**src/sv/utf8_wide_glyph_classifier_top_assert.svh**
```systemverilog
// Assertion macros for the UTF-8 wide glyph classifier.
// Used by utf8_wide_glyph_classifier_top; expects clk and arst_n in scope.
`ifndef UTF8_WIDE_GLYPH_CLASSIFIER_TOP_ASSERT_SVH
`define UTF8_WIDE_GLYPH_CLASSIFIER_TOP_ASSERT_SVH

// Condition that must hold at every clock edge out of reset.
`define UWGC_ASSERT_ALWAYS(label, cond, msg) \
	label: assert property (@(posedge clk) disable iff (!arst_n) (cond)) \
		else $error(msg);

// Antecedent in one cycle implies the consequent in the same cycle.
`define UWGC_ASSERT_SAME(label, ante, cons, msg) \
	label: assert property (@(posedge clk) disable iff (!arst_n) (ante) |-> (cons)) \
		else $error(msg);

// Antecedent in one cycle implies the consequent in the next cycle.
`define UWGC_ASSERT_NEXT(label, ante, cons, msg) \
	label: assert property (@(posedge clk) disable iff (!arst_n) (ante) |=> (cons)) \
		else $error(msg);

`endif

```
**src/sv/uwgc_pkg.sv**
```systemverilog
// Package for the UTF-8 wide glyph classifier: payload types, verdict codes
// and the code point bounds. No dependencies.
`timescale 1ns / 1ps
`default_nettype none

package uwgc_pkg;

	localparam int CP_W = 21;

	typedef logic [CP_W-1:0] code_point_t;

	typedef enum logic [1:0] {
		VERDICT_UNDECIDED = 2'd0,
		VERDICT_TRUE      = 2'd1,
		VERDICT_FALSE     = 2'd2
	} verdict_t;

	typedef struct packed {
		logic [7:0] text_byte;
		logic       final_byte;
	} byte_item_t;

	typedef struct packed {
		logic is_wide;
		logic is_emoji;
	} result_item_t;

	localparam code_point_t CP_VS16      = 21'h00FE0F;
	localparam code_point_t CP_EMOJI_LO  = 21'h01F300;
	localparam code_point_t CP_CJK_LO    = 21'h002E80;
	localparam code_point_t CP_CJK_HI    = 21'h009FFF;
	localparam code_point_t CP_HANGUL_LO = 21'h00AC00;
	localparam code_point_t CP_HANGUL_HI = 21'h00D7A3;
	localparam code_point_t CP_FULL_LO   = 21'h00FF00;
	localparam code_point_t CP_FULL_HI   = 21'h00FF60;

endpackage

`default_nettype wire

```
**src/sv/utf8_wide_glyph_classifier_top.sv**
```systemverilog
// UTF-8 wide glyph classifier: top level with decode state and result register.
// Depends on uwgc_pkg and utf8_wide_glyph_classifier_top_assert.svh.
//
// Usage:
// Bytes of one glyph string arrive on the byte channel (byte_valid,
// byte_ready, byte_item), one byte per transfer, with final_byte set on the
// last byte. Each final byte produces one result transfer on the result
// channel (result_valid, result_ready, result_item) carrying is_wide and
// is_emoji; other bytes produce nothing.
// Path: a byte in the input stage is decoded combinationally; a final
// byte's result is registered as the byte leaves the input stage, and
// result_valid stays high until that result transfers.
// Throughput: one byte per cycle while no final byte waits on a held
// result, set by the single decode stage between the input register and
// the result register.
// Stalls: while a result waits, non-final bytes keep flowing; a final byte
// holds in the input stage, with byte_ready low, until the result register
// frees.
// Reset: arst_n clears the input stage, the result register's valid flag,
// the pending count, the accumulator and both verdicts to undecided.
`timescale 1ns / 1ps
`default_nettype none

`include "utf8_wide_glyph_classifier_top_assert.svh"

module utf8_wide_glyph_classifier_top (
	input  wire logic                  clk,
	input  wire logic                  arst_n,
	input  wire logic                  byte_valid,
	output logic                       byte_ready,
	input  wire uwgc_pkg::byte_item_t  byte_item,
	output logic                       result_valid,
	input  wire logic                  result_ready,
	output uwgc_pkg::result_item_t     result_item
);

	logic                  byte_valid_s1;
	uwgc_pkg::byte_item_t  item_s1;

	logic [1:0]            pend_q;
	uwgc_pkg::code_point_t acc_q;
	uwgc_pkg::verdict_t    wide_q;
	uwgc_pkg::verdict_t    emoji_q;

	logic                  result_valid_q;
	uwgc_pkg::result_item_t result_q;

	logic                  adv_s1;
	logic [1:0]            pend_n;
	uwgc_pkg::code_point_t acc_n;
	uwgc_pkg::verdict_t    wide_n;
	uwgc_pkg::verdict_t    emoji_n;
	uwgc_pkg::result_item_t result_n;
	logic                  cp_done;
	logic                  seq_error;
	logic                  cp_emoji;
	logic                  cp_wide;
	logic [7:0]            b;

	// A final byte needs the result register; other bytes always move on.
	assign adv_s1 = byte_valid_s1 &&
		(!item_s1.final_byte || !result_valid_q || result_ready);
	assign byte_ready   = !byte_valid_s1 || adv_s1;
	assign result_valid = result_valid_q;
	assign result_item  = result_q;

	always_ff @(posedge clk or negedge arst_n) begin
		if (!arst_n) begin
			byte_valid_s1 <= 1'b0;
		end else if (byte_ready) begin
			byte_valid_s1 <= byte_valid;
		end
	end

	always_ff @(posedge clk) begin
		if (byte_ready && byte_valid) begin
			item_s1 <= byte_item;
		end
	end

	always_comb begin
		b         = item_s1.text_byte;
		pend_n    = pend_q;
		acc_n     = acc_q;
		wide_n    = wide_q;
		emoji_n   = emoji_q;
		cp_done   = 1'b0;
		seq_error = 1'b0;

		// Once both verdicts are settled, the rest of the string is ignored.
		if (wide_q == uwgc_pkg::VERDICT_UNDECIDED ||
			emoji_q == uwgc_pkg::VERDICT_UNDECIDED) begin
			if (pend_q != 2'd0) begin
				if (b[7:6] != 2'b10) begin
					seq_error = 1'b1;
				end else begin
					acc_n   = {acc_q[uwgc_pkg::CP_W-7:0], b[5:0]};
					pend_n  = pend_q - 2'd1;
					cp_done = (pend_q == 2'd1);
				end
			end else if (b[7]) begin
				if (b[7:5] == 3'b110) begin
					acc_n  = {16'd0, b[4:0]};
					pend_n = 2'd1;
				end else if (b[7:4] == 4'b1110) begin
					acc_n  = {17'd0, b[3:0]};
					pend_n = 2'd2;
				end else if (b[7:3] == 5'b11110) begin
					acc_n  = {18'd0, b[2:0]};
					pend_n = 2'd3;
				end else begin
					seq_error = 1'b1;
				end
			end
		end

		cp_emoji = (acc_n == uwgc_pkg::CP_VS16) || (acc_n >= uwgc_pkg::CP_EMOJI_LO);
		cp_wide  = cp_emoji
			|| (acc_n >= uwgc_pkg::CP_CJK_LO && acc_n <= uwgc_pkg::CP_CJK_HI)
			|| (acc_n >= uwgc_pkg::CP_HANGUL_LO && acc_n <= uwgc_pkg::CP_HANGUL_HI)
			|| (acc_n >= uwgc_pkg::CP_FULL_LO && acc_n <= uwgc_pkg::CP_FULL_HI);

		if (cp_done) begin
			if (cp_emoji && emoji_n == uwgc_pkg::VERDICT_UNDECIDED) begin
				emoji_n = uwgc_pkg::VERDICT_TRUE;
			end
			if (cp_wide && wide_n == uwgc_pkg::VERDICT_UNDECIDED) begin
				wide_n = uwgc_pkg::VERDICT_TRUE;
			end
		end

		// A malformed byte, or a string that ends mid-sequence, settles
		// every open verdict as false.
		if (seq_error || (item_s1.final_byte && pend_n != 2'd0)) begin
			if (wide_n == uwgc_pkg::VERDICT_UNDECIDED) begin
				wide_n = uwgc_pkg::VERDICT_FALSE;
			end
			if (emoji_n == uwgc_pkg::VERDICT_UNDECIDED) begin
				emoji_n = uwgc_pkg::VERDICT_FALSE;
			end
			pend_n = 2'd0;
			acc_n  = '0;
		end

		result_n.is_wide  = (wide_n == uwgc_pkg::VERDICT_TRUE);
		result_n.is_emoji = (emoji_n == uwgc_pkg::VERDICT_TRUE);

		if (item_s1.final_byte) begin
			pend_n  = 2'd0;
			acc_n   = '0;
			wide_n  = uwgc_pkg::VERDICT_UNDECIDED;
			emoji_n = uwgc_pkg::VERDICT_UNDECIDED;
		end
	end

	always_ff @(posedge clk or negedge arst_n) begin
		if (!arst_n) begin
			pend_q  <= 2'd0;
			acc_q   <= '0;
			wide_q  <= uwgc_pkg::VERDICT_UNDECIDED;
			emoji_q <= uwgc_pkg::VERDICT_UNDECIDED;
		end else if (adv_s1) begin
			pend_q  <= pend_n;
			acc_q   <= acc_n;
			wide_q  <= wide_n;
			emoji_q <= emoji_n;
		end
	end

	always_ff @(posedge clk or negedge arst_n) begin
		if (!arst_n) begin
			result_valid_q <= 1'b0;
		end else if (adv_s1 && item_s1.final_byte) begin
			result_valid_q <= 1'b1;
		end else if (result_ready) begin
			result_valid_q <= 1'b0;
		end
	end

	always_ff @(posedge clk) begin
		if (adv_s1 && item_s1.final_byte) begin
			result_q <= result_n;
		end
	end

	`UWGC_ASSERT_SAME(a_final_blocks_input,
		byte_valid_s1 && item_s1.final_byte && result_valid_q && !result_ready,
		!byte_ready, "final byte stalled behind a held result but input still ready")

	`UWGC_ASSERT_NEXT(a_final_restarts,
		adv_s1 && item_s1.final_byte,
		pend_q == 2'd0 && wide_q == uwgc_pkg::VERDICT_UNDECIDED &&
			emoji_q == uwgc_pkg::VERDICT_UNDECIDED,
		"decode state not back at start after a final byte")

	`UWGC_ASSERT_ALWAYS(a_emoji_is_wide,
		!result_valid_q || !result_q.is_emoji || result_q.is_wide,
		"result flags emoji without wide")

endmodule

`default_nettype wire

```
**config.mk**
```make
export PLATFORM = sky130hd
export DESIGN_NAME = utf8_wide_glyph_classifier_top
export DESIGN_NICKNAME = d
export VERILOG_FILES = /design/src/sv/uwgc_pkg.sv /design/src/sv/utf8_wide_glyph_classifier_top.sv
export VERILOG_INCLUDE_DIRS = /design/src /design/src/sv
export SDC_FILE = /design/constraint.sdc
export NUM_CORES = 1
export LEC_CHECK = 0
export BUFFER_PORTS_ARGS = -buffer_cell sky130_fd_sc_hd__clkbuf_2
export CAP_MARGIN = 5
export CORE_MARGIN = 2
export CORE_UTILIZATION = 55
export DETAILED_ROUTE_END_ITERATION = 10
export PLACE_DENSITY_LB_ADDON = 0.15
export SKIP_CTS_REPAIR_TIMING = 1
export SLEW_MARGIN = 20
export SYNTH_ARGS = -nofsm -noshare
export SYNTH_HDL_FRONTEND = slang
export SYNTH_SLANG_ARGS = --single-unit
```
**constraint.sdc**
```tcl
create_clock -name clk -period 3.7 [get_ports clk]
set_input_delay 1.11 -clock clk [delete_from_list [all_inputs] [get_ports clk]]
set_output_delay 1.11 -clock clk [all_outputs]
set_load 0.01 [all_outputs]
```
# After elaboration in Yosys (flattened, before gate mapping)
# Index checks and enable logic that the tools add are counted.
# W data, S select, Z words.
# totals
ff_bits	40
output_inout_bits	4
in_bits	13
# op_classes
eq_ne	8
muxes	40
addsub	1
n_reduce_logical	28
magnitude_cmp	7
# ops
op	count
$mux W21	9
$le A21 B16 Y1 const B	3
$ge A21 B16 Y1 const B	2
$mux W2	19
$eq A21 B16 Y1 const B	1
$ge A21 B14 Y1 const B	1
$ge A21 B17 Y1 const B	1
$mux W1	12
$logic_and A1 B1 Y1	9
$logic_or A1 B1 Y1	9
$logic_not A2 Y1	4
$eq A2 B1 Y1 const B	3
$reduce_bool A2 Y1	3
$eq A5 B5 Y1 const B	1
$eq A4 B4 Y1 const B	1
$eq A3 B3 Y1 const B	1
$logic_not A1 Y1	3
$ne A2 B2 Y1 const B	1
$sub A2 B1 Y2 const B	1

# Logic depth before layout (Yosys ltp)
# logic_depth
depth_word	19
ltp_mapped	12
depth_no_buf	10

# Worst setup path after synthesis
# Ideal clock, no wire load.
# synth_timing
path_type	register to register
startpoint	register pend_q[0]
endpoint	register result_q, in the netlist result_item[1], data pin
arrival_ns	2.419
setup_time_ns	0.271
path_buffers	3
path_stages_with_launch	12
t_required_ns	3.429
period_less_slack_ns	2.689
path_slack_ns	1.011
path_cell_list	dfrtp_1 -> inv_1 -> ha_1 -> buf_4 -> buf_4 -> clkbuf_1 -> a2bb2oi_1 -> o221ai_1 -> a211oi_1 -> a311oi_1 -> nor4_1 -> a21oi_1
# synth_rtl
item	line_no	text
start, declared	utf8_wide_glyph_classifier_top.sv:40	logic [1:0] pend_q;
start signal, assigned	utf8_wide_glyph_classifier_top.sv:163	pend_q <= pend_n;
end signal, assigned	utf8_wide_glyph_classifier_top.sv:182	result_q <= result_n;
end, declared	utf8_wide_glyph_classifier_top.sv:46	uwgc_pkg::result_item_t result_q;

==> impl_summary.log <==
INFO  metric vdd.ir_drop.worst = 0.000411 V
INFO  metric layout.nets = 348
INFO  metric max_cap_violations = 0
INFO  metric postSynthNetCount = 330
INFO  metric netlist_instances = 315
INFO  metric start_kind = register
INFO  metric number_of_antenna_violations_at_the_first_check_in_global_routing = 0
INFO  metric chipHeight = 75.4 µm
INFO  metric yosysTopAreaCellShare = 25.9%
INFO  metric finalHoldViolCount = 0
INFO  metric detail-route-antenna-nets = 0
INFO  metric drc_errors = 0
INFO  metric detail_route.iter0.violations = 494
INFO  metric boundaryPins = 17
INFO  metric h_tree_levels = 2
INFO  metric worst_setup_hold_path_clk_slew = 0.09 ns
INFO  metric worstPathRequired = 3.74 ns
INFO  metric count_of_vias_placed_by_the_detailed_router = 2806
INFO  metric post_synth_most_frequent_cells = sky130_fd_sc_hd__nand2_1, sky130_fd_sc_hd__dfrtp_1, sky130_fd_sc_hd__o21ai_0
INFO  metric static-leakage-power = 1.24 nW
INFO  metric place.port_buffers = 16
INFO  metric unrepaired_setup_endpoints_after_global_routing = no
INFO  metric route.detailed.wl_per_inst = 22.2 µm
INFO  metric die_w = 75.4 µm
INFO  metric routed_wirelength = 8.88 mm
INFO  metric final_cells = 401
INFO  metric max_clock_freq = 0.292 GHz
INFO  metric min-delay-path-class = register to register
INFO  metric ctsLongestPathBuffers = 2
INFO  metric globalplace.congestion = 0.993
INFO  metric post_synth.cell_area_avg = 8.91 µm²
INFO  metric min_period_over_period = 92.5%
INFO  metric ys_async_rst_share = 72.5%
INFO  metric syn-cell-area = 2810 µm²
INFO  metric synth-edff-count = 11
INFO  metric finalSetupTns = 0 ns
INFO  metric place_worst_setup_slack = 0.274 ns
INFO  metric tritoncts = yes
INFO  metric grt_pass1_vias = 2662
INFO  metric synth_seq_area_share = 37.6%
INFO  metric hpwlAfterDp = 6.46 mm
INFO  metric clkSinkCount = 40
INFO  metric maximum_number_of_pins_on_one_net_before_global_route_repair = 30
INFO  metric filler_cell_count = 426
INFO  metric fin_hold_ws = 0.505 ns
INFO  metric power-per-cell-area = 511 nW/µm²
INFO  metric criticalPathCategory = register to register
INFO  metric dpl.cell_count = 393
INFO  metric slew-limit-headroom = 50.4%
INFO  metric layout-drive-gt1-share = 17.1%
INFO  metric die_outline_area = 5690 µm²
INFO  metric initial_util = 58.3%
INFO  metric drtPass1Iterations = 6
INFO  metric clk_latency = 0.30 ns
INFO  metric ff_latch_area = 1060 µm²
INFO  metric synthFlopType = sky130_fd_sc_hd__dfrtp_1
INFO  metric placementRows = 25
INFO  metric syn2layout_area_growth = 9.99%
INFO  metric cts_root_buf = sky130_fd_sc_hd__clkbuf_8
INFO  metric worst_ep_arrival_time = 3.47 ns
INFO  metric skew = 0.0121 ns
INFO  metric report.final.setup_viol = 0
INFO  metric synth_top_cells_by_area = sky130_fd_sc_hd__dfrtp_1, sky130_fd_sc_hd__edfxtp_1, sky130_fd_sc_hd__nand2_1, sky130_fd_sc_hd__o21ai_0, sky130_fd_sc_hd__nor2_1
INFO  metric actual_slew_at_the_worst_max_slew_pin = 0.740 ns
INFO  metric ff_latch_count_synth = 40
INFO  metric avgViaCountPerCell = 7.00
INFO  metric ys_types = 74
INFO  metric grt_first_pass_wirelength = 14.1 mm
INFO  metric worst_setup_path_end_kind = register
INFO  metric synthMostInstantiatedCell = sky130_fd_sc_hd__nand2_1
INFO  metric syn_warnings = 0
INFO  metric final_core_util = 64.1%
INFO  metric globalRouteTotalUtil = 33.7%
INFO  metric cts_inserted_buffers = 5
INFO  metric layout_min_cycle_time = 3.42 ns
INFO  metric core_area = 4820 µm²
INFO  metric netlist.top_cell.by_area = sky130_fd_sc_hd__dfrtp_1
INFO  metric grt_overflow_total = 0
INFO  metric worstPathMaxFanout = 13
INFO  metric antennaDiodeCount = 0
INFO  metric multi_input_comb_area = 1590 µm²
INFO  metric finalMaxSlewViolations = 0
INFO  metric final_critical_path_setup_slack = 0.276 ns
INFO  metric run_status = completed
final timing paths:
path	slack, ns	from	cells after the start	end
max	0.28	pend_q[0]	11	result_item[1]
min	0.50	acc_q[19]	1	acc_q[19]
max reg2reg	0.28	pend_q[0]	11	result_item[1]
min reg2reg	0.50	acc_q[19]	1	acc_q[19]
max in group asynchronous	2.37	arst_n	1	emoji_q[1]
min in group asynchronous	0.85	arst_n	1	acc_q[10]
cells in the final DEF (no fill, tap or decap), drive strengths merged, types with 6 or more instances in the layout:
| cell | netlist | routed |
|---|---|---|
| nand2 | 36 | 36 |
| clkbuf | 7 | 22 |
| or2 | 6 | 6 |
| dfrtp | 29 | 29 |
| nor3 | 11 | 11 |
| a22o | 7 | 7 |
| a21oi | 13 | 13 |
| inv | 11 | 13 |
| nor2 | 22 | 22 |
| nand3 | 6 | 6 |
| o21ai | 26 | 26 |
| buf | 15 | 17 |
| edfxtp | 11 | 11 |
| nand3b | 6 | 6 |
kinds of logic (layout without fill, tap and decap cells):
logic type	Yosys count	in the layout	synth area share, %
DFF	40	40	37.6
adders and majority gates	2	2	0.892
AOI/OAI and AO/OA	105	105	28.3
muxes	5	5	1.83
and+or+nand+nor	130	130	25.5
buffers and inverters	33	52	5.84
critical path, cell delays in order (launching register included):
cell and delay [ns]:
sky130_fd_sc_hd__dfrtp_1 0.38, sky130_fd_sc_hd__inv_1 0.10, sky130_fd_sc_hd__ha_2 0.29, sky130_fd_sc_hd__buf_4 0.21, sky130_fd_sc_hd__nor3b_2 0.38, sky130_fd_sc_hd__nand2_1 0.36
sky130_fd_sc_hd__a31oi_1 0.31, sky130_fd_sc_hd__nor4_1 0.08, sky130_fd_sc_hd__a211oi_1 0.40, sky130_fd_sc_hd__a311oi_1 0.10, sky130_fd_sc_hd__nor4_1 0.42, sky130_fd_sc_hd__a21oi_1 0.13
routing by layer:
layer	routed length [µm]	global-route usage, %
met5	0	0
met3	833	5.56
met2	4180	53.4
met1	3510	45.7
met4	367	14.2
metrics by stage:
| stage | total power, mW | cell area, µm² |
|---|---|---|
| final | 1.58 | 3090 |
| after global routing | 1.65 | 3090 |
| after CTS | 1.54 | 3080 |
| after floorplan | 1.02 | 2810 |
| after global placement | 1.19 | 2980 |
| after detailed placement | 1.19 | 2980 |
registers in the layout, summed over array words and instances, names as in the netlist:
name,cells
result_item,2
item_s1,1
wide_q,2
acc_q,21
result_valid,1
byte_valid_s1,1
pend_q,2
emoji_q,2
b,8
area by class of cell:
cell class                 count  share of cell area (%)
timing repair buffer          33                    6.73
multi-input combinational    242                    51.5
tap                           67                    2.72
clock inverter                 2                   0.486
inverter                      11                    1.34
sequential                    40                    34.2
clock buffer                   6                    3.04
power by group:
group          switching (mW)  leakage [nW]  total (mW)  internal [mW]
Sequential             0.0573         0.503       0.551          0.494
Clock                   0.174        0.0573       0.351          0.177
Combinational           0.437         0.675       0.676          0.239
Total                   0.668          1.24        1.58          0.910
(Power assumes the default switching activity.)
